[src/hw/rtl/srtf_pkg.sv]
// shared types and constants for the srtf scheduler
package srtf_pkg;

    localparam int MAX_SLOTS_DEF = 16;
    localparam int TIME_BITS_DEF = 16;

    localparam logic KIND_LOAD = 1'b0;
    localparam logic KIND_TICK = 1'b1;

    localparam logic [19:0] SUM_MAX   = 20'hFFFFF;
    localparam logic [4:0]  COUNT_MAX = 5'd31;

    typedef struct packed {
        logic        kind;
        logic [3:0]  slot;
        logic [15:0] arrival;
        logic [15:0] burst;
    } t_in_item;

    typedef struct packed {
        logic [3:0]  running_slot;
        logic        idle;
        logic        finished;
        logic [15:0] wait_ticks;
        logic [15:0] turnaround_time;
        logic [19:0] total_waiting;
        logic [19:0] total_turnaround;
        logic        all_done;
        logic [15:0] now;
    } t_out_item;

    typedef struct packed {
        logic we_all;
        logic we_rem;
    } t_mem_wr;

    typedef enum logic [2:0] {
        ST_IDLE,
        ST_LOAD,
        ST_SCAN,
        ST_DRAIN,
        ST_SERVE,
        ST_FINISH,
        ST_ACCUM,
        ST_EMIT
    } t_state;

endpackage

[src/hw/rtl/srtf_slot_mem.sv]
// per-slot storage: remaining time, arrival time and burst length
module srtf_slot_mem #(
    parameter int MAX_SLOTS = srtf_pkg::MAX_SLOTS_DEF,
    parameter int TIME_BITS = srtf_pkg::TIME_BITS_DEF
) (
    input  logic                         i_clk,
    input  srtf_pkg::t_mem_wr            i_wr_ctl,
    input  logic [$clog2(MAX_SLOTS)-1:0] i_wr_addr,
    input  logic [15:0]                  i_wr_rem,
    input  logic [TIME_BITS-1:0]         i_wr_arr,
    input  logic [15:0]                  i_wr_need,
    input  logic [$clog2(MAX_SLOTS)-1:0] i_rd_addr,
    output logic [15:0]                  o_rd_rem,
    output logic [TIME_BITS-1:0]         o_rd_arr,
    output logic [15:0]                  o_rd_need
);
    import srtf_pkg::*;

    logic [15:0]          r_rem_mem  [MAX_SLOTS];
    logic [TIME_BITS-1:0] r_arr_mem  [MAX_SLOTS];
    logic [15:0]          r_need_mem [MAX_SLOTS];

    logic [15:0]          r_rd_rem;
    logic [TIME_BITS-1:0] r_rd_arr;
    logic [15:0]          r_rd_need;

    always_ff @(posedge i_clk) begin
        if (i_wr_ctl.we_all) begin
            r_rem_mem[i_wr_addr]  <= i_wr_rem;
            r_arr_mem[i_wr_addr]  <= i_wr_arr;
            r_need_mem[i_wr_addr] <= i_wr_need;
        end else if (i_wr_ctl.we_rem) begin
            r_rem_mem[i_wr_addr] <= i_wr_rem;
        end
    end

    always_ff @(posedge i_clk) begin
        r_rd_rem  <= r_rem_mem[i_rd_addr];
        r_rd_arr  <= r_arr_mem[i_rd_addr];
        r_rd_need <= r_need_mem[i_rd_addr];
    end

    assign o_rd_rem  = r_rd_rem;
    assign o_rd_arr  = r_rd_arr;
    assign o_rd_need = r_rd_need;

endmodule

[src/hw/rtl/srtf_scheduler_top.sv]
// shortest-remaining-time-first scheduler, top level
//
// input channel (i_in_valid / o_in_ready) takes one item: a load writes one
// slot's arrival time and burst, a tick serves one unit of work to the ready
// slot with the least remaining time (lowest slot on ties) and advances time.
// output channel (o_out_valid / i_out_ready) gives exactly one result item
// per input item, in order. i_cfg_we / i_cfg_data set process_count.
// a tick walks the slot store one entry per cycle through a single read port
// and one shared compare unit; when a slot finishes, the tick also passes
// through the finish and accumulate states before its result is emitted.
// the block is ready for the next item in the cycle after the result is
// loaded into the output register.
// the output register holds a result while the receiver stalls; the block
// keeps working on the next item and waits only when its own result is ready
// and the output register is still full.
// synchronous reset clears all slots to unloaded, time and totals to zero and
// process_count to zero; no clearing pass is needed.
module srtf_scheduler_top #(
    parameter int MAX_SLOTS = srtf_pkg::MAX_SLOTS_DEF,
    parameter int TIME_BITS = srtf_pkg::TIME_BITS_DEF
) (
    input  logic                i_clk,
    input  logic                i_rst_n,
    input  logic                i_in_valid,
    output logic                o_in_ready,
    input  srtf_pkg::t_in_item  i_in_item,
    output logic                o_out_valid,
    input  logic                i_out_ready,
    output srtf_pkg::t_out_item o_out_item,
    input  logic                i_cfg_we,
    input  logic [4:0]          i_cfg_data
);
    import srtf_pkg::*;

    localparam int SLOT_W = $clog2(MAX_SLOTS);
    localparam logic [SLOT_W-1:0] LAST_SLOT = SLOT_W'(MAX_SLOTS - 1);

    function automatic logic [19:0] sat_add(input logic [19:0] acc, input logic [15:0] v);
        logic [20:0] s;
        s = {1'b0, acc} + {5'd0, v};
        return s[20] ? SUM_MAX : s[19:0];
    endfunction

    t_state r_state, n_state;

    t_in_item              r_item;
    logic [SLOT_W-1:0]     r_idx;
    logic [SLOT_W-1:0]     r_cmp_idx;
    logic                  r_cmp_vld;
    logic                  r_found;
    logic [SLOT_W-1:0]     r_best_idx;
    logic [15:0]           r_best_rem;
    logic [TIME_BITS-1:0]  r_best_arr;
    logic [15:0]           r_best_need;
    logic                  r_fin;
    logic [TIME_BITS-1:0]  r_turn;
    logic [TIME_BITS-1:0]  r_wait;
    logic [TIME_BITS-1:0]  r_time;
    logic [4:0]            r_done_cnt;
    logic [19:0]           r_sum_wait;
    logic [19:0]           r_sum_turn;
    logic [4:0]            r_proc_cnt;
    logic [MAX_SLOTS-1:0]  r_loaded;
    logic                  r_out_valid;
    t_out_item             r_out_item;

    logic c_in_ready, c_load, c_scan, c_serve, c_finish, c_accum, c_emit;
    logic accept, out_free, slot_ok, cand_ok, take;

    t_mem_wr              mem_wr;
    logic [SLOT_W-1:0]    mem_wr_addr;
    logic [15:0]          mem_wr_rem;
    logic [15:0]          rd_rem;
    logic [TIME_BITS-1:0] rd_arr;
    logic [15:0]          rd_need;
    t_out_item            res;

    assign accept   = c_in_ready && i_in_valid;
    assign out_free = !r_out_valid || i_out_ready;
    assign slot_ok  = 32'(r_item.slot) < 32'(MAX_SLOTS);

    // next state
    always_comb begin
        n_state = r_state;
        unique case (r_state)
            ST_IDLE:   if (i_in_valid) begin
                n_state = (i_in_item.kind == KIND_LOAD) ? ST_LOAD : ST_SCAN;
            end
            ST_LOAD:   n_state = ST_EMIT;
            ST_SCAN:   if (r_idx == LAST_SLOT) begin
                n_state = ST_DRAIN;
            end
            ST_DRAIN:  n_state = ST_SERVE;
            ST_SERVE:  n_state = (r_found && r_best_rem == 16'd1) ? ST_FINISH : ST_EMIT;
            ST_FINISH: n_state = ST_ACCUM;
            ST_ACCUM:  n_state = ST_EMIT;
            ST_EMIT:   if (out_free) begin
                n_state = ST_IDLE;
            end
            default:   n_state = ST_IDLE;
        endcase
    end

    // state outputs
    always_comb begin
        c_in_ready = 1'b0;
        c_load     = 1'b0;
        c_scan     = 1'b0;
        c_serve    = 1'b0;
        c_finish   = 1'b0;
        c_accum    = 1'b0;
        c_emit     = 1'b0;
        unique case (r_state)
            ST_IDLE:   c_in_ready = 1'b1;
            ST_LOAD:   c_load     = 1'b1;
            ST_SCAN:   c_scan     = 1'b1;
            ST_DRAIN:  c_scan     = 1'b0;
            ST_SERVE:  c_serve    = 1'b1;
            ST_FINISH: c_finish   = 1'b1;
            ST_ACCUM:  c_accum    = 1'b1;
            ST_EMIT:   c_emit     = 1'b1;
            default:   c_in_ready = 1'b0;
        endcase
    end

    // slot store access
    assign mem_wr.we_all = c_load && slot_ok;
    assign mem_wr.we_rem = c_serve && r_found;
    assign mem_wr_addr   = c_load ? SLOT_W'(r_item.slot) : r_best_idx;
    assign mem_wr_rem    = c_load ? r_item.burst : r_best_rem - 16'd1;

    srtf_slot_mem #(
        .MAX_SLOTS (MAX_SLOTS),
        .TIME_BITS (TIME_BITS)
    ) u_slot_mem (
        .i_clk     (i_clk),
        .i_wr_ctl  (mem_wr),
        .i_wr_addr (mem_wr_addr),
        .i_wr_rem  (mem_wr_rem),
        .i_wr_arr  (TIME_BITS'(r_item.arrival)),
        .i_wr_need (r_item.burst),
        .i_rd_addr (r_idx),
        .o_rd_rem  (rd_rem),
        .o_rd_arr  (rd_arr),
        .o_rd_need (rd_need)
    );

    // shared compare unit, one slot per cycle
    assign cand_ok = r_cmp_vld && r_loaded[r_cmp_idx] && (rd_rem != 16'd0) && (rd_arr <= r_time);
    assign take    = cand_ok && (!r_found || rd_rem < r_best_rem);

    always_ff @(posedge i_clk) begin
        if (!i_rst_n) begin
            r_state     <= ST_IDLE;
            r_idx       <= '0;
            r_cmp_vld   <= 1'b0;
            r_found     <= 1'b0;
            r_fin       <= 1'b0;
            r_time      <= '0;
            r_done_cnt  <= '0;
            r_sum_wait  <= '0;
            r_sum_turn  <= '0;
            r_proc_cnt  <= '0;
            r_loaded    <= '0;
            r_out_valid <= 1'b0;
        end else begin
            r_state   <= n_state;
            r_cmp_vld <= c_scan;
            if (i_cfg_we) begin
                r_proc_cnt <= i_cfg_data;
            end
            if (accept) begin
                r_idx   <= '0;
                r_found <= 1'b0;
                r_fin   <= 1'b0;
            end else if (c_scan && r_idx != LAST_SLOT) begin
                r_idx <= r_idx + SLOT_W'(1);
            end
            if (take) begin
                r_found <= 1'b1;
            end
            if (c_load && slot_ok) begin
                r_loaded[SLOT_W'(r_item.slot)] <= 1'b1;
            end
            if (c_serve) begin
                r_time <= r_time + TIME_BITS'(1);
                r_fin  <= r_found && (r_best_rem == 16'd1);
            end
            if (c_finish) begin
                r_sum_turn <= sat_add(r_sum_turn, 16'(32'(r_turn)));
            end
            if (c_accum) begin
                r_sum_wait <= sat_add(r_sum_wait, 16'(32'(r_wait)));
                if (r_done_cnt != COUNT_MAX) begin
                    r_done_cnt <= r_done_cnt + 5'd1;
                end
            end
            if (c_emit && out_free) begin
                r_out_valid <= 1'b1;
            end else if (i_out_ready) begin
                r_out_valid <= 1'b0;
            end
        end
    end

    always_ff @(posedge i_clk) begin
        if (accept) begin
            r_item <= i_in_item;
        end
        r_cmp_idx <= r_idx;
        if (take) begin
            r_best_idx  <= r_cmp_idx;
            r_best_rem  <= rd_rem;
            r_best_arr  <= rd_arr;
            r_best_need <= rd_need;
        end
        // finish time is the counter after this tick
        if (c_serve) begin
            r_turn <= r_time + TIME_BITS'(1) - r_best_arr;
        end
        if (c_finish) begin
            r_wait <= r_turn - TIME_BITS'(r_best_need);
        end
        if (c_emit && out_free) begin
            r_out_item <= res;
        end
    end

    always_comb begin
        res.running_slot     = r_found ? 4'(r_best_idx) : 4'd0;
        res.idle             = !r_found;
        res.finished         = r_fin;
        res.wait_ticks       = r_fin ? 16'(32'(r_wait)) : 16'd0;
        res.turnaround_time  = r_fin ? 16'(32'(r_turn)) : 16'd0;
        res.total_waiting    = r_sum_wait;
        res.total_turnaround = r_sum_turn;
        res.all_done         = (r_done_cnt == r_proc_cnt);
        res.now              = 16'(32'(r_time));
    end

    assign o_in_ready  = c_in_ready;
    assign o_out_valid = r_out_valid;
    assign o_out_item  = r_out_item;

    a_fin_not_idle: assert property (@(posedge i_clk) disable iff (!i_rst_n)
        o_out_valid && o_out_item.finished |-> !o_out_item.idle)
        else $error("finished result reported as idle");

    a_drain_last: assert property (@(posedge i_clk) disable iff (!i_rst_n)
        r_state == ST_DRAIN |-> r_cmp_vld && r_cmp_idx == LAST_SLOT)
        else $error("scan ended before the last slot");

    a_time_only_on_tick: assert property (@(posedge i_clk) disable iff (!i_rst_n)
        $past(i_rst_n) && $past(r_state) != ST_SERVE |-> $stable(r_time))
        else $error("time counter moved outside a served tick");

    a_sums_monotone: assert property (@(posedge i_clk) disable iff (!i_rst_n)
        $past(i_rst_n) |-> r_sum_wait >= $past(r_sum_wait) && r_sum_turn >= $past(r_sum_turn))
        else $error("running total decreased");

endmodule
[config.mk]
export PLATFORM = sky130hd
export DESIGN_NAME = srtf_scheduler_top
export DESIGN_NICKNAME = d
export VERILOG_FILES = /design/src/hw/rtl/srtf_pkg.sv /design/src/hw/rtl/srtf_slot_mem.sv /design/src/hw/rtl/srtf_scheduler_top.sv
export SDC_FILE = /design/constraint.sdc
export NUM_CORES = 1
export LEC_CHECK = 0
export BUFFER_PORTS_ARGS = -buffer_cell sky130_fd_sc_hd__buf_2
export CAP_MARGIN = 20
export CELL_PAD_IN_SITES_DETAIL_PLACEMENT = 1
export CELL_PAD_IN_SITES_GLOBAL_PLACEMENT = 2
export CORE_UTILIZATION = 40
export DETAILED_ROUTE_END_ITERATION = 16
export GPL_ROUTABILITY_DRIVEN = 1
export PLACE_DENSITY = 0.7
export SETUP_SLACK_MARGIN = 0.05
export SLEW_MARGIN = 15
export SYNTH_ARGS = -nofsm -noshare
export SYNTH_HDL_FRONTEND = slang
export SYNTH_HIERARCHICAL = 1
export SYNTH_SLANG_ARGS = --single-unit
[constraint.sdc]
create_clock -name i_clk -period 15.1 [get_ports i_clk]
set_clock_uncertainty 0.2 [all_clocks]
set_input_delay 0.755 -clock i_clk [delete_from_list [all_inputs] [get_ports i_clk]]
set_output_delay 0.755 -clock i_clk [all_outputs]
set_load 0.02 [all_outputs]
==> summary.md <==
| Metric | Value |
|---|---|
| Synthesized cell area | about 0.045 mm^2 |
| Area contributors post-synth | edfxtp_1 66%, mux4_2 9.9%, dfxtp_1 6.5% |
| Tot Pwr | 8.26 mW |
| Clk sink count | around 1100 |
| First drt pass iteration count | 5 |
| Largest delay contributor family on the critical path | buffers and inverters |
| Starting Density | 40.4% |
| Die H | 337 um |
| Metal2 WL | 53400 um |
| Htree depth | 3 |
| Via count | 24400 |
| Netlist cell types | between 60 and 70 |
| Root Buffer | clkbuf_16 |
| Max_slew headroom | 35.1% |
| Ys async rst share | 0% |
| Worst-margin pin slew | 0.974 ns |
| CP Depth | 5 |
| Ys Warns | 6 |
| Switching power | 2.24 mW |
| Final ANT Viol Nets | 0 |
| I/O Pins | 144 |
| Layout cells sized above 1 | 21.5% |
| Met1 wire length | 50800 um |
| Tmin final | 3.98 ns |
| Internal Power | ~6 mW |
| Data required, critical path | around 15 ns |
| PortBufs | approximately 140 |
| Sequential share of power | 48.8% |
| Die Area | about 0.11 mm^2 |
| Achievable Freq | around 250 MHz |
| Drt wl/cell | 25.3 um |
| Syn_nets | 2747 |
| Starting DRT DRC Count | 1953 |
| Worst setup startpoint | r_idx[0]$_SDFFE_PP0P_ |
| GRT Util Overall | 20.0% |
| Layout filler cell count | 10600 |
| Setup repair bufs after CTS | 0 |
| VDD IR max | roughly 0.000087 V |
| Vias per cell | 5.47 |
| # DRC | 0 |
| First-pass GRT wire length | 168000 um |
| Reg2reg path depth | 5 |
| Slew Viols, Final | 0 |
| Crit path DAT | 4.34 ns |
| Number of max-cap violations | 0 |
| Die width | around 340 um |
| CTS tree | done |
| Largest net degree at the start of global routing | 62 |
| Clock power share | 34.7% |
| Kind of critical path | flip-flop to flip-flop |
| Antenna violations before repair | 3 |
| Synth area leader | edfxtp_1 |
| CP Max Fanout | 44 |
| Worst setup SP type | flip-flop |
| WL final | 113000 um |
| Cell mode on critical path | buf_4 |
| Max clock buf depth | 3 |
| Final GP Congestion | ~0.85 |
| Hold WC Path Type | input port to flip-flop |
| Most frequent cells in the layout | 983 x edfxtp_1, 197 x mux4_2, 143 x buf_2 |
| Lkg Pwr | 17.4 nW |
| Share of the synthesized area in the top cell type | 65.9% |
| Top_reg_cell synth | edfxtp_1 |
| Reg2Reg Capture Point | u_slot_mem/o_rd_arr[12]$_DFF_P_ |
| Synthesis-to-finish area growth | 16.3% |
| Worst skew pair latency | roughly 0.70 ns |
| Total power per unit cell area | 159 mW/mm^2 |
| Grt ovf | 0 |
| Worst-path cell chain | buf_4, buf_4, mux4_2, a22oi_1, nand2_1 |
| Final TNS setup | 0 ns |
| Outcome | completed |
| Commonest non-fill, non-tap cell in the layout | edfxtp_1 |
| Core Footprint | 0.111 mm^2 |
| Reg2reg start | r_idx[0]$_SDFFE_PP0P_ |
| Final hold vios | 0 |
| Endpoints failing setup | 0 |
| Final period util | 26.3% |
| Flops & latches, synth | 1128 |
| Gate power share | 16.5% |
| Slowest CP cell | dfxtp_4 |
| Vias in the first global route | 25800 |
| CTS resizes | 0 |
| # rows | 122 |
| Avg Cell Area, Syn | 17.2 um^2 |
| EDFF count, synth | 983 |
| Clk pin slew, worst setup/hold paths | 0.06 ns |
| Fin nets | 3012 |
| Post-DP HPWL | 75300 um |
| Sequential share of the synthesized area | 72.4% |
| Reg-to-reg setup timing slack | 11.12 ns |
| CP Capture Point | u_slot_mem/o_rd_arr[12]$_DFF_P_ |
| Cell count after synthesis | about 2600 |
| RSZ-0062 raised after global routing | no |
| Crit path buf inv count | 2 |
| Switch share | 27.1% |
| Largest stage delay on the critical path | 0.81 ns |
| Met3 WL | between 6000 and 7000 um |
| CTS Buf Count | 117 |
| Setup crit end kind | flip-flop |
| Highest routed layer | met4 |
| Final std cells w/o fill | 4453 |
| Final worst setup slack | 11.12 ns |
| Placed Cells | between 4000 and 5000 |
| Pre-CTS setup slack | 10.98 ns |
## power groups by stage
stage	combinational, mW	clock, mW	sequential (mW)
2_1_floorplan	0.972	0	3.95
3_3_place_gp	1.31	0	4.09
3_5_place_dp	1.37	0	4.11
4_1_cts	1.38	2.93	4.04
5_1_grt	1.49	3.04	4.06
6_report	1.36	2.86	4.03
## flip-flops by register name (all words and copies together), names as in the netlist, 3 cells and up
register,cells
u_slot_mem/r_arr_mem,256
u_slot_mem/r_need_mem,256
u_slot_mem/r_rem_mem,256
o_out_item,95
r_item,36
r_sum_turn,20
r_sum_wait,20
r_best_arr,16
r_best_need,16
r_best_rem,16
r_loaded,16
r_time,16
r_turn,16
r_wait,16
u_slot_mem/o_rd_arr,16
u_slot_mem/o_rd_need,16
u_slot_mem/o_rd_rem,16
r_done_cnt,5
r_proc_cnt,5
r_best_idx,4
r_cmp_idx,4
r_idx,4
r_state,3
## how the worst min path moves through the flow
stage                     cells past startpoint                       end                             from
final                                         1      r_item[15]$_DFFE_PP_                    i_in_item[15]
after global routing                          1      r_item[15]$_DFFE_PP_                    i_in_item[15]
after CTS                                     1      r_item[15]$_DFFE_PP_                    i_in_item[15]
after detailed placement                      0  o_out_item[19]$_DFFE_PP_       r_sum_turn[2]$_SDFFE_PN0P_
after global placement                        0   r_best_idx[3]$_DFFE_PP_             r_cmp_idx[3]$_DFF_P_
after floorplan                               0  r_best_need[0]$_DFFE_PP_  u_slot_mem/o_rd_need[0]$_DFF_P_
## cells by family after synthesis
| logic type | synth area share [%] |
|---|---|
| flip-flops | 72.4 |
| buffers and inverters | 1.77 |
| AND/OR/NAND/NOR | 5.02 |
| XOR/XNOR | 1.82 |
| multiplexers | 10.1 |
| adder cells (fa/ha/maj) | 2.97 |
| AO/OA/AOI/OAI | 5.90 |
## metal layers
metal,GRT usage (%),vias to the layer above
met5,0,-
li1,-,10800
met1,28.3,12800
met2,32.4,700
met3,2.94,135
met4,5.06,0
## worst reg2reg max path: stages, from the launching register on
cell,delay [ns]
dfxtp_4,0.81
buf_4,0.83
buf_4,0.78
mux4_2,0.67
a22oi_1,0.45
nand2_1,0.10
## per-stage QoR
step                      hold slack, ns  utilization, %  area, um^2
after floorplan                    0.186               -       44800
after global placement             0.235            42.9       47500
after detailed placement           0.252            43.3       48000
after CTS                       0.000807            46.9       52000
after global routing              0.0233            47.0       52100
final                             0.0462            47.0       52100
## synth_stat cells, types with 4 or more instances
master and n:
o221a_2 6, fa_1 4, a21boi_0 7, nand2b_1 11, buf_1 17, nor2b_1 15
xor2_1 25, dfxtp_1 145, buf_2 5, o211ai_1 9, a21o_1 29, o21a_1 17
a22oi_1 96, clkbuf_1 56, nand3_1 25, mux4_2 197, or2_2 9, ha_1 100
a21oi_1 98, o21ai_0 82, o31ai_1 5, o21bai_1 4, nor4_1 10, and2_1 47
nor2_1 129, and3_1 11, xnor2_1 68, nor3_1 30, o311a_1 4, inv_1 93
nor3b_1 4, nand4_1 18, a211oi_1 7, mux2i_1 9, or3_1 14, a31oi_1 15
buf_4 18, nand2_1 136, edfxtp_1 983
## timing repair
action                     in CTS  in global routing
hold buffers                   20                  0
hold endpoints to repair       20                  0
setup endpoints to repair       0                  0
## cell type report
| cell class | instances | area, um^2 | share of cell area (%) |
|---|---|---|---|
| inverters | 93 | 349 | 0.670 |
| flip-flops and latches | 1128 | 32400 | 62.3 |
| repair buffers | 243 | 1870 | 3.59 |
| well taps | 1488 | 1860 | 3.58 |
| diodes | 2 | 5.00 | 0.00961 |
| clock inverters | 62 | 633 | 1.22 |
| multi-input cells | 1278 | 11700 | 22.5 |
| clock buffers | 159 | 3200 | 6.14 |
Note: power is estimated with default switching activity, not from simulation.
